`src/rtl/atws_ram.sv`:
```
// ----------------------------------------------------------------------------
// atws_ram: generic simple dual port RAM
// One write port and one read port with a registered read.
// ----------------------------------------------------------------------------
`default_nettype none

module atws_ram #(
  parameter int WIDTH = 8,
  parameter int DEPTH = 64
) (
  input  wire logic                     clk_i,
  input  wire logic                     we_i,
  input  wire logic [$clog2(DEPTH)-1:0] waddr_i,
  input  wire logic [WIDTH-1:0]         wdata_i,
  input  wire logic [$clog2(DEPTH)-1:0] raddr_i,
  output      logic [WIDTH-1:0]         rdata_o
);

  logic [WIDTH-1:0] mem_q [DEPTH];

  // Write port and registered read port.
  always_ff @(posedge clk_i) begin
    if (we_i) begin
      mem_q[waddr_i] <= wdata_i;
    end
    rdata_o <= mem_q[raddr_i];
  end

endmodule

`default_nettype wire

```
`config.mk`:
```
export PLATFORM = sky130hd
export DESIGN_NAME = atws_ram
export DESIGN_NICKNAME = d
export VERILOG_FILES = /design/src/rtl/atws_ram.sv
export SDC_FILE = /design/constraint.sdc
export NUM_CORES = 1
export LEC_CHECK = 0
export BUFFER_PORTS_ARGS = -buffer_cell sky130_fd_sc_hd__buf_2
export CAP_MARGIN = 20
export CORE_MARGIN = 8
export CORE_UTILIZATION = 50
export CTS_BUF_LIST = sky130_fd_sc_hd__clkbuf_8
export DETAILED_ROUTE_END_ITERATION = 6
export PLACE_DENSITY = 0.7
export SLEW_MARGIN = 20
export SYNTH_ARGS = -nofsm -noshare
export SYNTH_HDL_FRONTEND = slang
export SYNTH_SLANG_ARGS = --single-unit
```
`constraint.sdc`:
```
create_clock -name clk_i -period 2.5 [get_ports clk_i]
set_input_delay 0.625 -clock clk_i [delete_from_list [all_inputs] [get_ports clk_i]]
set_output_delay 0.625 -clock clk_i [all_outputs]
set_load 0.05 [all_outputs]
```
### After elaboration in Yosys (flattened, before gate mapping)

Memories as Yosys holds them, arrays and structs flattened. A register that Yosys moved wholly into a read port is not among the register bits.
Cells that the tools add are included.

* bits in writable memories: 512
* flip-flop bits (word level): 0
* logic and storage cells: 3
* memories kept: 1
* output and inout bits: 8

* multiplexer cells: 2

Memories
* mem_q: words 64, width 8, rd ports 1, clocked after Yosys merged registers in 1, write ports 1, RTL line 19 `logic [WIDTH-1:0] mem_q [DEPTH];`

Operators with widths (number)
* two-way mux 1 bit: 2

### Longest topological paths before layout

* word-level depth: 2
* gate-level depth with buffers: 9
* mapped depth without buffers: 5

### Worst setup path before layout

OpenSTA, ideal clock, no wires.

* kind: input-to-reg
* from: in raddr_i[1]
* to: reg rdata_o[3] (read register of mem_q)
* cell stages on the path: 7
* setup slack: 0.207 ns
* data required time: 2.372 ns
* arrival: 2.165 ns
* library setup time: 0.128 ns
* buffers on the path: 3
* cell sequence: buf_4 > buf_2 > buf_2 > mux4_2 > mux4_2 > o21ai_1 > o41ai_1

RTL lines
* start: declaration: RTL line 15 `input wire logic [$clog2(DEPTH)-1:0] raddr_i,`
* end: declaration: RTL line 16 `output logic [WIDTH-1:0] rdata_o`

==> impl.org <==
** Run status
- The flow ran to the end, and the final reports show no timing, DRC or antenna violations.

** Global route
- In the global route stage, overall resource usage came out at 0.196.
- Total gr overflow :: 0
- Antenna violations before repair :: 3
- Pin count of the biggest net entering global routing :: 65
- Global-route wire length before repair :: just under 70 mm
- The number of global-route vias before repair was 10.7k.

** Flow run
- Max_cap viols :: 0

** Logic synthesis
- After synthesis, the netlist uses 40 different library cells.
- Async SR Flop Fraction :: 0
- The synthesized design contains 512 enable-type register cells.
- Post-synthesis cell area :: 0.0202 sq mm
- Each instance of the synthesized netlist takes up on average 21.5 sq um.
- Adder-cell area share of the yosys netlist :: 0
- Of the total synthesized cell area, the portion taken by AND, OR, NAND and NOR gates is 0.0339.
- Syn Inst Count :: 940
- For this run, the leading register cell type out of synthesis is edfxtp_1.
- Dominant combinational cell family by area after synthesis :: multiplexers
- Counting flops and latches in the post-synthesis netlist gives 520.
- Xor and xnor fraction of the mapped netlist area :: 0
- Fraction of the yosys area taken by sequential cells :: 0.770
- YS warnings :: 0
- The portion of synthesized area spent on multiplexers is 0.159.
- The complex-gate fraction of the synthesized area is 0.0207.
- The number of nets handed over by synthesis was 962.

** Layout
- Area of the multi-input gates :: 0.00432 sq mm
- Nets :: about 1.2k
- Most frequent cells in the layout :: edfxtp_1, buf_4, mux4_2
- Registers take roughly 0.016 sq mm.
- Fillers :: 2846
- Commonest non-fill, non-tap cell in the layout :: edfxtp_1
- P&R area growth vs syn :: 16.4%
- Share of cells above drive strength 1 :: 0.354
- Post-route standard cell area excluding fillers :: 0.0235 sq mm
- Layout Cells excl Fill :: 1744
- Diodes inserted :: 0
- Measured on the finished design, the core utilization comes to 0.591.

** Routing
- Number of detailed-routing iterations run before antenna repair :: 7
- After detailed routing, the number of vias per cell comes to 5.87.
- After detailed routing, the average wire length per cell comes to 26.0 microns.
- Final wirelength :: between 40 and 50 mm
- Number of DRC markers after the initial detailed-route iteration :: around 1.0k
- Summing over every cut layer, the via total after detailed routing is 10.2k.
- The count of nets left with antenna violations once routing finished came out at 0.
- For this run, design rule violations remaining after detail routing come to 0.

** CTS
- The H-tree was split into 3 levels.
- Clock tree synthesis selected as its root buffer the cell clkbuf_8.
- Max Root-Sink Buffers :: 3
- TritonCTS clock tree :: done
- For the worst-skew pair, the clock arrives at the later sink with an insertion delay of 0.62 ns.
- Number of setup buffers added after CTS :: 0
- Number of clock sinks seen by CTS :: 520
- After clock tree synthesis, the clock-pin slew on the worst setup and hold paths is 0.07 ns.
- Number of buffers added by the clock tree synthesis step :: 80

** Timing
- The tightest hold path in the finished design has a slack of 0.441 ns.
- Fin crit share :: 0.912
- Setup violations remaining at the end of the flow were counted as 0.
- Timing-limited maximum frequency :: 439 MHz
- Worst Clk Skew :: 0.0294 ns
- The worst pin sits at a relative slew slack of 0.521.
- The final count of hold timing violations came to 0.
- Adding up every negative setup slack in the final design gives 0 ns.
- Setup repair after global routing left no endpoint under its margin.
- Final period demand of the worst path :: 2.28 ns
- Max-slew violation count :: 0
- At the pin with the least slew margin, the transition time is 0.718 ns.

** Worst setup path
- Req. time, crit path :: a little under 3 ns
- The worst setup path is of the in -> reg kind.
- In this run the register-to-register setup slack is 0.36 ns.
- Worst endpoint data arrival time :: 2.76 ns
- Number of cells on the worst reg-to-reg path :: 5
- Highest fanout seen on the critical path :: 25
- The startpoint identified for the worst register-to-register timing path is mem_q[24][6].
- Startpoint kind of the worst setup timing path :: input pin
- The critical path ends at rdata_o[6].
- Worst setup path startpoint :: raddr_i[0]
- Critical path capture point type :: register
- RR Endpoint :: rdata_o[6]

** Die
- The floorplan step set the die width to about 220 microns.
- Number of core rows :: 73
- Top-Level Pins :: 30
- The die covers approximately 0.047 sq mm.
- Die H :: 217 microns
- For this configuration, the core starts out at a cell density of 0.508.
- The core region is 0.0397 sq mm.

** Pwr
- Cell leakage power :: 7.76 nW
- Power per Cell Area :: 739 mW/mm^2
- Highest ir drop seen on vdd :: ~0.00035 V

** Worst hold path
- The min-delay analysis places its worst path in the category in -> reg.

** Placement
- HPWL Detailed :: 30.0 mm
- Placed standard-cell area :: 0.0219 sq mm
- Placed cells :: roughly 1.6k
- The congestion estimate from routability-driven global placement came to 0.836.
- Input and output buffers added on the ports amount to 29.
[flip-flops by register name, indices dropped and copies added (netlist names)]
register and count:
mem_q 512, rdata_o 8
[metrics by stage]
| step | power, mW | worst slack (ns) |
|---|---|---|
| 3_5_place_dp | 10.9 | -0.455 |
| 2_1_floorplan | 10.4 | 0.207 |
| 5_1_grt | 17.9 | 0.142 |
| 4_1_cts | 17.5 | 0.202 |
| 6_report | 17.3 | 0.220 |
| 3_3_place_gp | 10.9 | -0.458 |
[how the worst min path moves through the flow]
| stage | startpoint | cells past startpoint | end | slack (ns) |
|---|---|---|---|---|
| floorplan | mem_q[34][0] | 4 | rdata_o[0] | 0.72 |
| global placement | mem_q[31][4] | 3 | rdata_o[4] | 0.83 |
| detailed placement | mem_q[5][7] | 4 | rdata_o[7] | 0.84 |
| CTS | raddr_i[5] | 3 | rdata_o[1] | 0.37 |
| global route | raddr_i[5] | 3 | rdata_o[0] | 0.41 |
| finish | raddr_i[5] | 3 | rdata_o[1] | 0.44 |
[logic make-up (layout without fill, tap and decap cells)]
kind of cell,count (synthesis),in the layout
multiplexers,162,162
AO/OA/AOI/OAI,54,54
buffers and inverters,51,330
AND/OR/NAND/NOR,153,153
flip-flops,520,520
[critical path, stage by stage]
cell and delay (ns):
clkbuf_8 0.32, buf_12 0.15, mux4_2 0.47, mux2_2 0.28, o221a_2 0.28, nor3_1 0.45
o32ai_1 0.16
[Yosys cell counts (all sizes together) (4+ instances only)]
cell	instances	share of area
clkbuf	17	0.0032
nor2b	14	0.0043
dfxtp	8	0.0079
a221oi	6	0.0026
buf	34	0.013
nor2	83	0.015
mux2i	23	0.011
a211oi	4	0.0015
mux2	13	0.0073
nor3	7	0.0017
nand3	13	0.0032
mux4	126	0.14
nand2	19	0.0035
nand2b	7	0.0022
o221ai	8	0.0035
o22ai	8	0.0025
o21ai	4	0.00099
edfxtp	512	0.76
[routing by layer]
layer  wire, microns  track usage  up-vias
li1                -            -     4371
met2           21200        0.299      495
met4            1410       0.0800        6
met5              36            0        -
met3            4360       0.0492       85
met1           18300        0.269     5288
[report_power, final]
part / switching (mW) / total (mW) / internal, mW
clock network: 3.14 / 6.62 / 3.48
registers: 0.0367 / 9.69 / 9.65
logic: 0.615 / 1.03 / 0.414
total: 3.79 / 17.3 / 13.5
[final cells by class]
type	instances	area share
Tap cell	525	0.0280
Clock buffer	89	0.0522
Sequential cell	520	0.662
Multi-Input combinational cell	369	0.184
Timing Repair Buffer	185	0.0615
Clock inverter	56	0.0124
[timing repair]
item,in CTS,in global routing
gates resized for setup,0,1
hold buffers,0,0
setup endpoints to repair,0,1
Note: power is estimated with default switching activity, not from simulation.
